`src/rtl/i2p_pkg.sv`:
```
// Package of types, character constants and decode functions for the converter.
`timescale 1ns / 1ps
`default_nettype none

package i2p_pkg;

  // Operator stack geometry.
  localparam int STACK_DEPTH = 32;
  localparam int CNT_W       = $clog2(STACK_DEPTH + 1);
  localparam int ADDR_W      = $clog2(STACK_DEPTH);

  // Characters with a special meaning.
  localparam logic [7:0] CH_LPAR  = 8'h28;  // (
  localparam logic [7:0] CH_RPAR  = 8'h29;  // )
  localparam logic [7:0] CH_POW   = 8'h5E;  // ^
  localparam logic [7:0] CH_MUL   = 8'h2A;  // *
  localparam logic [7:0] CH_DIV   = 8'h2F;  // /
  localparam logic [7:0] CH_MOD   = 8'h25;  // %
  localparam logic [7:0] CH_ADD   = 8'h2B;  // +
  localparam logic [7:0] CH_SUB   = 8'h2D;  // -

  typedef enum logic [1:0] {
    ERR_NONE     = 2'd0,
    ERR_OVERFLOW = 2'd1,
    ERR_PAREN    = 2'd2,
    ERR_UNKNOWN  = 2'd3
  } err_t;

  typedef enum logic [2:0] {
    CLS_SPACE,
    CLS_ALNUM,
    CLS_LPAR,
    CLS_RPAR,
    CLS_OPER,
    CLS_UNKNOWN
  } cls_t;

  // Source of an emitted result.
  typedef enum logic [1:0] {
    SRC_CHAR,
    SRC_TOP,
    SRC_ERR,
    SRC_MARK
  } src_t;

  typedef enum logic [3:0] {
    ST_IDLE,
    ST_DECODE,
    ST_PUSH,
    ST_CL_TEST,
    ST_CL_CHK,
    ST_OP_TEST,
    ST_OP_CHK,
    ST_FL_TEST,
    ST_FL_CHK,
    ST_TAIL,
    ST_MARK,
    ST_FIN
  } state_t;

  // One result item.
  typedef struct packed {
    logic [7:0] ch;
    logic       valid;
    logic       done;
    err_t       err;
  } res_t;

  // Commands from the controller to the datapath.
  typedef struct packed {
    logic load_in;
    logic rd_top;
    logic push;
    logic pop;
    logic emit;
    src_t src;
    logic set_err;
    err_t err_code;
    logic finish;
    logic clear;
  } cmd_t;

  // Status from the datapath to the controller.
  typedef struct packed {
    cls_t cls;
    logic last;
    logic count_zero;
    logic full;
    logic err_set;
    logic top_lpar;
    logic top_pops;
    logic out_free;
    logic pend_valid;
  } sts_t;

  // Operator precedence; zero for anything that is not an operator.
  function automatic logic [1:0] prec(input logic [7:0] c);
    logic [1:0] p;
    p = 2'd0;
    case (c)
      CH_POW:                 p = 2'd3;
      CH_MUL, CH_DIV, CH_MOD: p = 2'd2;
      CH_ADD, CH_SUB:         p = 2'd1;
      default:                p = 2'd0;
    endcase
    return p;
  endfunction

  // Character class of one input character.
  function automatic cls_t classify(input logic [7:0] c);
    cls_t k;
    k = CLS_UNKNOWN;
    case (c) inside
      [8'h09:8'h0D], 8'h20:                     k = CLS_SPACE;
      [8'h30:8'h39], [8'h41:8'h5A], [8'h61:8'h7A]: k = CLS_ALNUM;
      CH_LPAR:                                  k = CLS_LPAR;
      CH_RPAR:                                  k = CLS_RPAR;
      CH_POW, CH_MUL, CH_DIV, CH_MOD, CH_ADD, CH_SUB: k = CLS_OPER;
      default:                                  k = CLS_UNKNOWN;
    endcase
    return k;
  endfunction

endpackage

`default_nettype wire

```
`src/rtl/i2p_dpath.sv`:
```
// Datapath of the converter: operator stack memory, counters, error latch and result registers.
`timescale 1ns / 1ps
`default_nettype none

module i2p_dpath (
  input  wire logic          clk,
  input  wire logic          rst,
  input  wire i2p_pkg::cmd_t cmd,
  output i2p_pkg::sts_t      sts,
  input  wire logic [7:0]    in_char,
  input  wire logic          in_last,
  output logic               out_valid,
  input  wire logic          out_ready,
  output i2p_pkg::res_t      out_res,
  output logic               out_last
);
  import i2p_pkg::*;

  logic [7:0]        mem [STACK_DEPTH];
  logic [7:0]        cur;
  logic              last;
  logic [CNT_W-1:0]  count;
  err_t              err_q;
  logic [7:0]        rd_data;
  logic              pend_valid;
  res_t              pend;
  res_t              new_res;
  logic [CNT_W-1:0]  count_dec;
  logic [1:0]        p_top;
  logic [1:0]        p_cur;
  logic              move;

  assign count_dec = count - CNT_W'(1);

  // Captured input request.
  always_ff @(posedge clk) begin
    if (cmd.load_in) begin
      cur  <= in_char;
      last <= in_last;
    end
  end

  // Stack memory: one write port at the fill level, one registered read of the top.
  always_ff @(posedge clk) begin
    if (cmd.push) begin
      mem[count[ADDR_W-1:0]] <= cur;
    end
    if (cmd.rd_top) begin
      rd_data <= mem[count_dec[ADDR_W-1:0]];
    end
  end

  // Fill level and error latch.
  always_ff @(posedge clk) begin
    if (rst) begin
      count <= '0;
      err_q <= ERR_NONE;
    end else if (cmd.clear) begin
      count <= '0;
      err_q <= ERR_NONE;
    end else begin
      if (cmd.push) begin
        count <= count + CNT_W'(1);
      end else if (cmd.pop) begin
        count <= count_dec;
      end
      if (cmd.set_err) begin
        err_q <= cmd.err_code;
      end
    end
  end

  // Result selection.
  always_comb begin
    new_res = '0;
    unique case (cmd.src)
      SRC_CHAR: begin
        new_res.ch    = cur;
        new_res.valid = 1'b1;
        new_res.err   = err_q;
      end
      SRC_TOP: begin
        new_res.ch    = rd_data;
        new_res.valid = 1'b1;
        new_res.err   = err_q;
      end
      SRC_ERR: begin
        new_res.err = cmd.err_code;
      end
      SRC_MARK: begin
        new_res.done = 1'b1;
        new_res.err  = err_q;
      end
      default: new_res = '0;
    endcase
  end

  // A result waits in the pending slot until the next one or the end of the
  // request shows whether it is the last of its run.
  assign move = (cmd.emit && pend_valid) || cmd.finish;

  always_ff @(posedge clk) begin
    if (rst) begin
      pend_valid <= 1'b0;
    end else if (cmd.emit) begin
      pend_valid <= 1'b1;
    end else if (cmd.finish) begin
      pend_valid <= 1'b0;
    end
  end

  always_ff @(posedge clk) begin
    if (cmd.emit) begin
      pend <= new_res;
    end
  end

  // Output register.
  always_ff @(posedge clk) begin
    if (rst) begin
      out_valid <= 1'b0;
    end else if (move) begin
      out_valid <= 1'b1;
    end else if (out_ready) begin
      out_valid <= 1'b0;
    end
  end

  always_ff @(posedge clk) begin
    if (move) begin
      out_res  <= pend;
      out_last <= cmd.finish;
    end
  end

  // Status toward the controller.
  assign p_top = prec(rd_data);
  assign p_cur = prec(cur);

  always_comb begin
    sts            = '0;
    sts.cls        = classify(cur);
    sts.last       = last;
    sts.count_zero = (count == '0);
    sts.full       = (count >= CNT_W'(STACK_DEPTH));
    sts.err_set    = (err_q != ERR_NONE);
    sts.top_lpar   = (rd_data == CH_LPAR);
    sts.top_pops   = (p_top > p_cur) || ((p_top == p_cur) && (cur != CH_POW));
    sts.out_free   = !out_valid || out_ready;
    sts.pend_valid = pend_valid;
  end

endmodule

`default_nettype wire

```
`src/rtl/i2p_ctrl.sv`:
```
// Controller state machine of the converter: sequences decode, stack walks, flush and result release.
`timescale 1ns / 1ps
`default_nettype none

module i2p_ctrl (
  input  wire logic          clk,
  input  wire logic          rst,
  input  wire logic          in_valid,
  output logic               in_ready,
  input  wire i2p_pkg::sts_t sts,
  output i2p_pkg::cmd_t      cmd
);
  import i2p_pkg::*;

  state_t state;
  state_t state_next;

  // State register.
  always_ff @(posedge clk) begin
    if (rst) begin
      state <= ST_IDLE;
    end else begin
      state <= state_next;
    end
  end

  // Next state and commands.
  always_comb begin
    cmd        = '0;
    cmd.src    = SRC_CHAR;
    state_next = state;
    in_ready   = 1'b0;
    unique case (state)
      ST_IDLE: begin
        in_ready = 1'b1;
        if (in_valid) begin
          cmd.load_in = 1'b1;
          state_next  = ST_DECODE;
        end
      end
      ST_DECODE: begin
        if (sts.err_set) begin
          state_next = sts.last ? ST_MARK : ST_IDLE;
        end else begin
          unique case (sts.cls)
            CLS_SPACE: state_next = ST_TAIL;
            CLS_ALNUM: begin
              if (sts.out_free) begin
                cmd.emit   = 1'b1;
                cmd.src    = SRC_CHAR;
                state_next = ST_TAIL;
              end
            end
            CLS_LPAR: state_next = ST_PUSH;
            CLS_RPAR: state_next = ST_CL_TEST;
            CLS_OPER: state_next = ST_OP_TEST;
            default: begin
              if (sts.out_free) begin
                cmd.emit     = 1'b1;
                cmd.src      = SRC_ERR;
                cmd.set_err  = 1'b1;
                cmd.err_code = ERR_UNKNOWN;
                state_next   = ST_TAIL;
              end
            end
          endcase
        end
      end
      ST_PUSH: begin
        if (!sts.full) begin
          cmd.push   = 1'b1;
          state_next = ST_TAIL;
        end else if (sts.out_free) begin
          cmd.emit     = 1'b1;
          cmd.src      = SRC_ERR;
          cmd.set_err  = 1'b1;
          cmd.err_code = ERR_OVERFLOW;
          state_next   = ST_TAIL;
        end
      end
      // Closing parenthesis: pop and emit down to the matching open one.
      ST_CL_TEST: begin
        if (!sts.count_zero) begin
          cmd.rd_top = 1'b1;
          state_next = ST_CL_CHK;
        end else if (sts.out_free) begin
          cmd.emit     = 1'b1;
          cmd.src      = SRC_ERR;
          cmd.set_err  = 1'b1;
          cmd.err_code = ERR_PAREN;
          state_next   = ST_TAIL;
        end
      end
      ST_CL_CHK: begin
        if (sts.top_lpar) begin
          cmd.pop    = 1'b1;
          state_next = ST_TAIL;
        end else if (sts.out_free) begin
          cmd.pop    = 1'b1;
          cmd.emit   = 1'b1;
          cmd.src    = SRC_TOP;
          state_next = ST_CL_TEST;
        end
      end
      // Operator: pop operators that bind tighter or as tight ('^' groups to the right), then push.
      ST_OP_TEST: begin
        if (sts.count_zero) begin
          state_next = ST_PUSH;
        end else begin
          cmd.rd_top = 1'b1;
          state_next = ST_OP_CHK;
        end
      end
      ST_OP_CHK: begin
        if (sts.top_lpar || !sts.top_pops) begin
          state_next = ST_PUSH;
        end else if (sts.out_free) begin
          cmd.pop    = 1'b1;
          cmd.emit   = 1'b1;
          cmd.src    = SRC_TOP;
          state_next = ST_OP_TEST;
        end
      end
      // End of expression: empty the stack.
      ST_FL_TEST: begin
        if (sts.count_zero) begin
          state_next = ST_MARK;
        end else begin
          cmd.rd_top = 1'b1;
          state_next = ST_FL_CHK;
        end
      end
      ST_FL_CHK: begin
        if (sts.top_lpar) begin
          cmd.set_err  = 1'b1;
          cmd.err_code = ERR_PAREN;
          state_next   = ST_MARK;
        end else if (sts.out_free) begin
          cmd.pop    = 1'b1;
          cmd.emit   = 1'b1;
          cmd.src    = SRC_TOP;
          state_next = ST_FL_TEST;
        end
      end
      ST_TAIL: begin
        if (!sts.last) begin
          state_next = ST_FIN;
        end else if (sts.err_set) begin
          state_next = ST_MARK;
        end else begin
          state_next = ST_FL_TEST;
        end
      end
      ST_MARK: begin
        if (sts.out_free) begin
          cmd.emit   = 1'b1;
          cmd.src    = SRC_MARK;
          cmd.clear  = 1'b1;
          state_next = ST_FIN;
        end
      end
      // Release the held result as the last one of this request.
      ST_FIN: begin
        if (!sts.pend_valid) begin
          state_next = ST_IDLE;
        end else if (sts.out_free) begin
          cmd.finish = 1'b1;
          state_next = ST_IDLE;
        end
      end
      default: state_next = ST_IDLE;
    endcase
  end

endmodule

`default_nettype wire

```
`src/rtl/infix_to_postfix_converter.sv`:
```
// Shunting-yard infix to postfix converter, one character per input request. A letter,
// digit, whitespace or unknown character passes through accept, decode, wrap-up and
// release, and a '(' adds a push step. A ')' reads and pops stack entries down to the
// matching '(', or flags an error when it finds the stack empty. An operator pops the
// entries that bind tighter or as tight ('^' groups to the right), checks the entry that
// stops it unless the stack is empty, and pushes. The stack memory has a single read port
// with a registered read of the top, so each checked entry takes a read step and a check
// step. At the end of an expression the flush pops entries until the stack is empty or an
// unmatched '(' latches an error, then emits the marker; with an error latched it skips
// the flush. While an error is latched, a request without end_of_expr is dropped. One
// result is held in a pending slot until the next one shows whether it closes its run,
// and each new result waits while the output register still holds one that has not been
// taken. The stack holds STACK_DEPTH entries; its memory is not cleared and needs no
// start-up pass.
`timescale 1ns / 1ps
`default_nettype none

module infix_to_postfix_converter (
  input  wire logic       clk,
  input  wire logic       rst,
  input  wire logic       s_axis_tvalid,
  output logic            s_axis_tready,
  input  wire logic [7:0] s_axis_tdata,   // [7:0] in_char
  input  wire logic       s_axis_tlast,   // end_of_expr
  output logic            m_axis_tvalid,
  input  wire logic       m_axis_tready,
  output logic [7:0]      m_axis_tdata,   // [7:0] out_char
  output logic            m_axis_tlast,   // run_last
  output logic [3:0]      m_axis_tuser    // [0] char_valid, [1] expr_done, [3:2] error_code
);
  import i2p_pkg::*;

  cmd_t cmd;
  sts_t sts;
  res_t out_res;

  // Controller.
  i2p_ctrl u_ctrl (
    .clk      (clk),
    .rst      (rst),
    .in_valid (s_axis_tvalid),
    .in_ready (s_axis_tready),
    .sts      (sts),
    .cmd      (cmd)
  );

  // Datapath.
  i2p_dpath u_dpath (
    .clk       (clk),
    .rst       (rst),
    .cmd       (cmd),
    .sts       (sts),
    .in_char   (s_axis_tdata),
    .in_last   (s_axis_tlast),
    .out_valid (m_axis_tvalid),
    .out_ready (m_axis_tready),
    .out_res   (out_res),
    .out_last  (m_axis_tlast)
  );

  // Result fields onto the output stream.
  assign m_axis_tdata = out_res.ch;
  assign m_axis_tuser = {out_res.err, out_res.done, out_res.valid};

endmodule

`default_nettype wire

```
`config.mk`:
```
export PLATFORM = sky130hd
export DESIGN_NAME = infix_to_postfix_converter
export DESIGN_NICKNAME = d
export VERILOG_FILES = /design/src/rtl/i2p_pkg.sv /design/src/rtl/i2p_dpath.sv /design/src/rtl/i2p_ctrl.sv /design/src/rtl/infix_to_postfix_converter.sv
export SDC_FILE = /design/constraint.sdc
export NUM_CORES = 1
export LEC_CHECK = 0
export BUFFER_PORTS_ARGS = -buffer_cell sky130_fd_sc_hd__buf_2
export CAP_MARGIN = 20
export CORE_MARGIN = 5
export CORE_UTILIZATION = 51
export CTS_CLUSTER_SIZE = 24
export DETAILED_ROUTE_END_ITERATION = 6
export PLACE_DENSITY_LB_ADDON = 0.12
export SLEW_MARGIN = 20
export SYNTH_ARGS = -nofsm -noshare
export SYNTH_HDL_FRONTEND = slang
export SYNTH_SLANG_ARGS = --single-unit
```
`constraint.sdc`:
```
create_clock -name clk -period 4.4 [get_ports clk]
set_clock_uncertainty 0.2 [all_clocks]
set_input_delay 1.1 -clock clk [delete_from_list [all_inputs] [get_ports clk]]
set_output_delay 1.1 -clock clk [all_outputs]
set_load 0.05 [all_outputs]
```
# After elaboration in Yosys (flattened, before gate mapping)
# Memories as Yosys holds them, arrays and structs flattened. A register that Yosys moved wholly into a read port is not among the register bits.
# Cells that the tools add are included.
[totals]
mem_bits_rw = 256
register_bits = 48
n_memories = 1
input_bits = 13
elab_cells = 173
[mem_list]
columns = ["memory", "depth", "word_bits", "read_ports", "rd_ports_with_merged_regs", "write_ports", "line_no", "rtl"]
rows = [
  ["u_dpath.mem", 32, 8, 1, 1, 1, "i2p_dpath.sv:19", "logic [7:0] mem [STACK_DEPTH];"],
]
[op_classes]
muxes = 69
reduce_logical = 33
n_eq_ne = 42
magnitude_cmp = 10
n_addsub = 2
[ops]
columns = ["op", "count"]
rows = [
  ["8-bit by 6-bit == test with 1-bit output (second input constant)", 14],
  ["4-bit two-way mux", 20],
  ["6-bit two-way mux", 8],
  ["4-bit case mux with 12 select lines", 1],
  ["3-bit two-way mux", 10],
  ["3-bit case mux with 7 select lines", 1],
  ["1-bit two-way mux", 20],
  ["9-bit case mux with 2 select lines", 1],
  ["4-bit by 3-bit == test with 1-bit output (second input constant)", 4],
  ["4-bit == test (second input constant)", 4],
  ["8-bit by 7-bit == test with 1-bit output (second input constant)", 2],
  ["8-bit by 7-bit greater-or-equal comparator with 1-bit output (second input constant)", 2],
  ["8-bit by 7-bit <= comparator with 1-bit output (second input constant)", 2],
  ["4-bit case mux with 4 select lines", 1],
  ["3-bit OR reduction", 5],
  ["2-bit case mux with 3 select lines", 2],
  ["3-bit case mux with 4 select lines", 1],
  ["3-bit by 2-bit inequality test with 1-bit output (second input constant)", 3],
  ["4-bit by 2-bit == test with 1-bit output (second input constant)", 2],
  ["8-bit by 4-bit greater-or-equal comparator with 1-bit output (second input constant)", 1],
  ["8-bit by 6-bit greater-or-equal comparator with 1-bit output (second input constant)", 1],
  ["8-bit by 4-bit <= comparator with 1-bit output (second input constant)", 1],
  ["8-bit by 6-bit <= comparator with 1-bit output (second input constant)", 1],
  ["8-bit by 7-bit inequality test with 1-bit output (second input constant)", 1],
  ["other kinds (30)", 48],
]

# Depth between registers and ports, before layout
# Gate-level depths: netlist of run 1.
[depth]
word_depth = 15
ltp_mapped = 14
ltp_nobuf = 13

# Cells and area by module
# Synthesis of run 1 repeated with hierarchy kept, for this count alone.
[hier_totals]
cells_unflattened = 794
area_unflattened_um2 = 13259.0
[modules_own_cells]
columns = ["mod", "seq_area_each_um2", "cells_each", "n_inst", "area_per_inst_um2"]
rows = [
  ["i2p_dpath", 9148.8, 674, 1, 12450.7],
  ["i2p_ctrl", 80.1, 120, 1, 808.3],
]

# Worst setup path after synthesis of run 1
# No wires, ideal clock.
[synth_timing]
path_type = "flip-flop to flip-flop"
from = "register u_dpath.cur[4]"
to = "register u_dpath.out_last, enable pin"
synth_period_minus_slack_ns = 3.774
slack_ns = 0.626
arrival_time_ns = 3.187
path_stages_with_launch = 12
path_buffers = 1
required_ns = 3.813
setup_ns = 0.387
path_cell_list = "edfxtp_1 > buf_4 > nor4b_2 > and2_1 > a32oi_1 > ha_1 > a21o_1 > o211ai_2 > o21a_1 > o311ai_1 > inv_1 > a21oi_1"
[synth_between]
elab_chain_cells = 14
elab_cells_between_ends = 51
cone_classes = "order compare: 9; eq/ne: 15; mux: 10; reduce/logical: 17"
[synth_lines]
columns = ["element", "line_no", "rtl"]
rows = [
  ["start, declared", "i2p_dpath.sv:20", "logic [7:0] cur;"],
  ["start signal, assigned", "i2p_dpath.sv:38", "cur <= in_char;"],
  ["8-bit by 6-bit == test with 1-bit output or 8-bit by 7-bit == test with 1-bit output (tied branches)", "i2p_pkg.sv:100, i2p_dpath.sv:142", ""],
  ["6-bit OR reduction", "i2p_pkg.sv:113", "case (c) inside"],
  ["1-bit two-way mux", "i2p_pkg.sv:113", ""],
  ["3-bit two-way mux (4 in series)", "i2p_pkg.sv:113", ""],
  ["3-bit by 2-bit == test with 1-bit output (tied with other cells)", "i2p_ctrl.sv:45", "unique case (sts.cls)"],
  ["4-bit OR reduction (no line)", "-", ""],
  ["3-bit case mux with 2 select lines", "i2p_ctrl.sv:45", ""],
  ["6-bit two-way mux", "i2p_ctrl.sv:42", "if (sts.err_set) begin"],
  ["3-bit case mux with 7 select lines *", "i2p_ctrl.sv:33", "unique case (state)"],
  ["1-bit logical AND *", "i2p_dpath.sv:100", "assign move = (cmd.emit && pend_valid) || cmd.finish;"],
  ["1-bit logical OR *", "i2p_dpath.sv:100", ""],
  ["via u_dpath.move", "i2p_dpath.sv:31", "logic move;"],
  ["end signal, assigned", "i2p_dpath.sv:132", "out_last <= cmd.finish;"],
  ["end, declared", "i2p_dpath.sv:15", "output logic out_last"],
]
# Mark *: on every way through the listed nets, which the timed path passes. The rest lies on a longest branch.
# A chain may end at the register's enable or synchronous reset.

==> results.ini, run 1 <==
[outcome]
status=finished, final reports clean

[worst_setup_path]
cpMaxStageDelayCell=or4bb_1
startpoint_type=flop
r2r-end=u_dpath.pend[9]
worstSetupPathType=reg -> reg
crit_arrival_ps=3580
cp-end-kind=flop
r2r_slack_ps=820
path_common_cell=nand2_1
critical_path_peak_fanout=12
rr_worst_depth=12
required_ps=4400
crit_path_max_incr_delay_ps=530
path_cells=or4bb_1, o31a_1, o22ai_1, nand2_1, ha_1, nand2b_1, a21o_1, o211ai_2, o21a_1, o311ai_1, nand2_1, inv_1
reg2reg_from=u_dpath.rd_data[7]

[synthesis]
synth_edf_count=298
syn_avg_cell_area_um2=18.2
synth_flop_cell=edfxtp_1
async_reset_ff_share_pct=0
yosysUniqueCellTypes=68
synth_top_area_cell=edfxtp_1
yosysWarnings=0
yosysTopAreaCellShare_pct=69.0
synth_nets=732
synth_top_cells_by_area=edfxtp_1 (69%), mux4_2 (14%), dfxtp_1 (2.2%)
yosysSeqAreaShare_pct=71.1
syn_inst=712
ys_ff_latch=312
synth.cell_area_mm2=0.0130

[placed_design]
place_hpwl_mm=18.0
pre_cts_ws_ps=866
port_buffers=27
dp_cells=1058
gp_congestion=0.849

[pwr]
power_mw=10.6
p_leak_nw=4.65
ir_worst_vdd_mv=0.505
powerDensity_mw_per_mm2=727

[timing]
period_share_pct=81.3
setup_viol=0
fin_tns_setup_ps=0
tightestPinTransition_ps=907
fmax_ghz=0.280
rsz0062_at_grt=no
slew_viol_final=0
hold_slack_ps=224
slew_headroom_pct=39.3
period_minus_slack_ps=3580
fin_ws_ps=824
hold_viol_final=0

[cts]
cts_buffers=31
cts_buffer_depth=3
cts.sinks=312
cts-root-buf=clkbuf_16
clkLatencyLatePin_ps=550
post_cts_buffers=0
path_clk_slew_ps=60
cts_max_level=1
cts_resized=0
cts_tree=built
postCtsHoldBufs=0

[worst_hold_path]
min_from=u_dpath.pend[5]
hold_end=u_dpath.out_res[5]
hold_path_class=reg -> reg
hold_depth=0

[drt]
drc=0
drt_wl_total_mm=27.5
ant_nets=0
avgViaCountPerCell=6.07
route.vias.total=6775
drt-initial-drc-count=631
first_pass_iters=4
wl_per_cell_um=24.6

[floorplanning]
ios=28
die_w_um=170
die_y_um=170
start_util_pct=51.7
coreArea_mm2=0.0251
die_area_mm2=0.0287
rows=58

[global_route]
grt_pass1_vias=6833
track_usage_pct=19.6
grt_max_degree=71
grt_remaining_overflow=0
grt_pass1_wl_mm=42.4
antenna_found_initial=0

[final_layout]
final_common_cell=edfxtp_1
n_antenna_cell=0
fin_nets=781
drive_above_1_share_pct=26.6
area_growth_pct=12.7
instances_no_fill=1116
final_cell_mix=edfxtp_1 (298), mux4_2 (80), nor2_1 (56)

[run]
cap_violations=0

==> metal layers <==
layer | up-vias | routed length (um) | track usage, %
li1 | 3012 | - | -
met1 | 3535 | 11600 | 28.1
met2 | 194 | 14100 | 33.0
met3 | 34 | 1460 | 2.68
met4 | 0 | 408 | 3.36
met5 | - | 0 | 0
==> worst max-delay path, delay by kind of cell (launching register included) <==
family / cells / cell delay (ps)
simple gates: 4 / 840
flops: 1 / 450
buf+inv: 1 / 370
compound gates: 6 / 1060
fa+ha+maj: 1 / 290
==> power breakdown <==
part | switching (mW) | internal (mW)
logic | 2.26 | 1.82
registers | 0.199 | 3.74
clock network | 1.08 | 1.53
total | 3.54 | 7.09
==> through the flow <==
step | util, % | instance area [um^2]
after floorplan | - | 13000
after global placement | 54.2 | 13600
after detailed placement | 54.2 | 13600
after CTS | 58.2 | 14600
after global routing | 58.2 | 14600
final | 58.2 | 14600
==> synthesized netlist by cell type, types with 3 or more instances <==
library cell	number
inv_1	8
a21oi_1	12
a32oi_1	3
ha_1	7
and2_1	3
xnor2_1	4
nand4_1	4
dfxtp_1	14
buf_2	5
nand2_1	26
nand3b_1	3
o21ai_1	6
o21ai_0	14
buf_1	7
mux2_2	9
clkbuf_1	24
o21a_1	6
nor2b_1	7
edfxtp_1	298
mux2i_1	3
and3_1	3
nand3_1	13
a22o_1	8
xor2_1	4
nor3_1	12
mux4_2	80
a21o_1	4
nor4_1	4
nor2_1	56
a31oi_1	7
o2111ai_1	3
nand2b_1	8
==> layout make-up <==
class | count | area, um^2
clock buffers | 36 | 795
clock inverters | 22 | 223
fillers | 1976 | 10500
inverters | 8 | 30.0
multi-input cells | 352 | 3550
flip-flops and latches | 312 | 9230
well taps | 330 | 413
repair buffers | 56 | 378
==> cell families (layout without fill, tap and decap cells) <==
group | Yosys count | count (layout) | share of synthesized area, %
buffers and inverters | 48 | 122 | 1.61
adder cells (fa/ha/maj) | 7 | 7 | 0.675
multiplexers | 92 | 92 | 14.9
flip-flops | 312 | 312 | 71.1
XOR/XNOR | 8 | 8 | 0.540
AND/OR/NAND/NOR | 159 | 159 | 6.58
AO/OA/AOI/OAI | 86 | 86 | 4.59
==> sequential cells by signal, summed over array words and instances, names as in the netlist <==
register            count
u_ctrl.state            4
u_dpath.count           6
u_dpath.cur             8
u_dpath.err_q           2
u_dpath.last            1
u_dpath.mem           256
u_dpath.out_last        1
u_dpath.out_res        12
u_dpath.out_valid       1
u_dpath.pend           12
u_dpath.pend_valid      1
u_dpath.rd_data         8
==> how the worst max path moves through the flow <==
stage	start	endpoint	slack (ps)	cells after the start
global route	u_dpath.cur[5]	u_dpath.pend[8]	580	10
finish	u_dpath.rd_data[7]	u_dpath.pend[9]	820	12
global placement	u_dpath.rd_data[7]	u_dpath.pend[9]	920	12
detailed placement	u_dpath.cur[5]	u_dpath.pend[8]	870	10
floorplan	u_dpath.cur[4]	u_dpath.out_last	630	11
CTS	u_dpath.cur[5]	u_dpath.pend[9]	840	10
(Power assumes the default switching activity.)
==> run 2: changes to the inputs <==
--- a/config.mk
+++ b/config.mk
@@ -5,6 +5,7 @@
 export SDC_FILE = /design/constraint.sdc
 export NUM_CORES = 1
 export LEC_CHECK = 0
+export ABC_AREA = 1
 export BUFFER_PORTS_ARGS = -buffer_cell sky130_fd_sc_hd__buf_2
 export CAP_MARGIN = 20
 export CORE_MARGIN = 5
==> constraint.sdc (replaced) <==
create_clock -name clk -period 2.92 [get_ports clk]
set_clock_uncertainty 0.2 [all_clocks]
set_input_delay 0.73 -clock clk [delete_from_list [all_inputs] [get_ports clk]]
set_output_delay 0.73 -clock clk [all_outputs]
set_load 0.05 [all_outputs]
==> run 2 against run 1 <==
  * Clock power increased by 54%
  * Core utilization increased by 2.1 points
  * Synthesized cell count increased by 59%
  * Worst setup slack got worse by 700 ps
  * Synthesized area increased by 4.9%
  * Clock-buffer cell count increased by 7
  * Non-clock buffer count increased by 57
  * Critical endpoint is now u_dpath.out_res[4]
  * Largest cell class unchanged
  * Highest routed layer unchanged
==> results.ini, run 2 <==
[outcome]
status=finished, final reports clean

[final_layout]
n_antenna_cell=0  ; unchanged
fin_nets=1248  ; +60%
final_common_cell=edfxtp_1
largest_reg_flops=256  ; unchanged
finalInstanceArea_mm2=0.0158  ; +8.1%
area_growth_pct=16.1
final_cell_mix=edfxtp_1 (298), nor2_1 (230), o21ai_0 (108)
drive_above_1_share_pct=20.4  ; -6.2 points

[cts]
postCtsHoldBufs=0  ; unchanged
path_clk_slew_ps=60  ; about the same
cts_max_level=2  ; +1
cts_buffers=34  ; +9.7%
cts.sinks=312  ; unchanged
cts_buffer_depth=3  ; unchanged
cts-root-buf=clkbuf_16
clkLatencyLatePin_ps=500  ; -50 ps
cts_tree=built

[run]
cap_violations=0  ; unchanged

[worst_setup_path]
r2r-end=u_dpath.out_res[4]
worstSetupPathType=reg -> reg
cp-end-kind=flop
reg2reg_from=u_dpath.rd_data[0]
required_ps=2890  ; -1510 ps
critical-path-top-delay-family=simple AND/OR/NAND/NOR gates
path_buf_inv=2  ; +1
cpMaxStageDelayCell=edfxtp_1
rr_worst_depth=15  ; +3
r2r_slack_ps=120  ; -700 ps
startpoint_type=flop
path_common_cell=nand2_4
path_cells=buf_4, inv_2, nor4_2, nor3_2, ha_1, nand2_1, o21ai_1, nor2_1, nor2_2, nand4_4, nand2_4, nor2_4, nand2_4, nand2_4, o21ai_4
crit_path_max_incr_delay_ps=460  ; -70 ps
crit_arrival_ps=2770  ; -810 ps
critical_path_peak_fanout=7  ; -5

[drt]
drt-initial-drc-count=883  ; +40%
avgViaCountPerCell=5.70  ; -6.2%
wl_met1_mm=14.9  ; +29%
wl_met3_mm=1.88  ; +28%
first_pass_iters=5  ; +1
highest_layer=met4
wl_per_cell_um=19.8  ; -19%
route.vias.total=9038  ; +33%
drt_wl_total_mm=31.5  ; +14%
ant_nets=0  ; unchanged
drc=0  ; unchanged
dr_wl_met2_mm=14.1  ; +0.12%

[global_route]
grt_pass1_wl_mm=48.9  ; +15%
antenna_found_initial=0  ; unchanged
grt_remaining_overflow=0  ; unchanged
track_usage_pct=20.6  ; +1.1 points
grt_pass1_vias=8514  ; +25%
grt_max_degree=134  ; +89%

[timing]
fmax_ghz=0.358  ; +28%
slew_viol_final=0  ; unchanged
fin_tns_setup_ps=0  ; unchanged
tightestPinTransition_ps=742  ; -165 ps
setup_viol=0  ; unchanged
fin_ws_ps=124  ; -700 ps
hold_viol_final=0  ; unchanged
rsz0062_at_grt=yes
period_minus_slack_ps=2800  ; -780 ps
period_share_pct=95.8  ; +14 points
slew_headroom_pct=50.5  ; +11 points

[worst_hold_path]
hold_depth=1  ; +1
hold_path_class=in -> reg
min_from=s_axis_tdata[2]
hold_end=u_dpath.cur[2]

[placed_design]
place_hpwl_mm=19.7  ; +9.5%
pre_cts_ws_ps=-22.5  ; -888 ps
postPlaceCellArea_mm2=0.0146  ; +7.2%
port_buffers=27  ; unchanged
gp_congestion=0.930  ; +9.6%

[synthesis]
yosysWarnings=0  ; unchanged
synth_top_area_cell=edfxtp_1
async_reset_ff_share_pct=0  ; unchanged
synth_top_cells_by_area=edfxtp_1 (66%), nor2_1 (6.5%), o21ai_0 (4.0%)
ys_ff_latch=312  ; unchanged
yosysMostFrequentCell=edfxtp_1
synth.cell_area_mm2=0.0136  ; +4.9%
ys_top_cells_by_count=edfxtp_1 (298), nor2_1 (234), o21ai_0 (110), nand2_1 (100), inv_1 (55)
yosysUniqueCellTypes=48  ; -29%
syn_inst=1134  ; +59%
syn_avg_cell_area_um2=12.0  ; -34%
synth_flop_cell=edfxtp_1
synth_edf_count=298  ; unchanged
synth_nets=1154  ; +58%
yosysSeqAreaShare_pct=67.8  ; -3.3 points
yosysTopAreaCellShare_pct=65.7  ; -3.2 points

[floorplanning]
start_util_pct=51.9  ; +0.26 points
ios=28  ; unchanged
die_w_um=173  ; +2.3%
die_area_mm2=0.0301  ; +4.6%
die_y_um=173  ; +2.3%
coreArea_mm2=0.0262  ; +4.4%
rows=59  ; +1.7%

[pwr]
p_leak_nw=5.62  ; +21%
powerDensity_mw_per_mm2=1120  ; +54%
ir_worst_vdd_mv=0.766  ; +52%
power_mw=17.7  ; +67%

[run 2: changes by cell type in the layout (fill, tap and decap cells not counted), moves of 16 or more]
cell      change
buf_4        +53
inv_1        +45
inv_2        +23
mux4_2       -80
nand2_1      +69
nor2_1      +174
nor2_4       +16
o211ai_1     +17
o21ai_0      +94
o221ai_1     +17
o32ai_1      +45
[run 2: layout make-up]
type	instances	area, um^2
fillers	2064	10400
flip-flops and latches	312	9230
multi-input cells	689	3950
clock buffers	43	926
repair buffers	113	847
well taps	335	419
inverters	78	297
clock inverters	17	129
[run 2: worst reg2reg max path, delay by kind of cell (launching register included)]
family | cells | cell delay (ps)
adder cells (fa/ha/maj) | 1 | 280
AND/OR/NAND/NOR | 10 | 1120
buffers and inverters | 2 | 200
flip-flops | 1 | 460
AO/OA/AOI/OAI | 2 | 210
[run 2: worst max path at each step]
stage                                     to  slack [ps]                from  cells past startpoint
after global routing        u_dpath.count[3]         -80  u_dpath.rd_data[4]                     17
after floorplan             u_dpath.out_last        -180      u_dpath.cur[0]                     17
final                     u_dpath.out_res[4]         120  u_dpath.rd_data[0]                     15
after CTS                 u_dpath.out_res[8]          10  u_dpath.rd_data[1]                     16
after detailed placement  u_dpath.out_res[4]         -20  u_dpath.rd_data[0]                     15
after global placement    u_dpath.out_res[8]          80  u_dpath.rd_data[1]                     16
[run 2: timing repair]
action | 4_1_cts | 5_1_grt
hold endpoints to repair | 0 | 0
cloned | 0 | 1
endpoints found under the setup margin | 13 | 39
pin swaps | 0 | 7
buffers inserted | 0 | 9
gates resized for setup | 1 | 16
[run 2: metrics by stage]
step	instances	utilization, %	hold slack, ps
6_report	1587	60.3	208
3_5_place_dp	1517	55.7	206
3_3_place_gp	1517	55.7	204
4_1_cts	1577	59.7	191
5_1_grt	1587	60.3	191
2_1_floorplan	1134	-	200
[run 2: routing by layer]
layer  track usage [%]  vias to the layer above
met3              2.99                       51
met1              31.9                     4400
met5                 0                        -
met2              31.1                      293
li1                  -                     4294
met4              4.92                        0
[run 2: logic make-up (layout without fill, tap and decap cells)]
logic type,count (synthesis),count (layout),synth area share (%)
XOR/XNOR,3,3,0.386
flip-flops,312,312,67.8
adder cells (fa/ha/maj),7,7,0.643
AND/OR/NAND/NOR,424,424,14.4
AO/OA/AOI/OAI,236,237,11.2
multiplexers,18,18,1.32
buffers and inverters,134,251,4.31
[run 2: report_power, final]
part | switching, mW | internal, mW | leakage, nW
Clock | 1.61 | 2.41 | 0.513
Combinational | 5.24 | 2.62 | 2.30
Sequential | 0.208 | 5.65 | 2.80
Total | 7.06 | 10.7 | 5.62
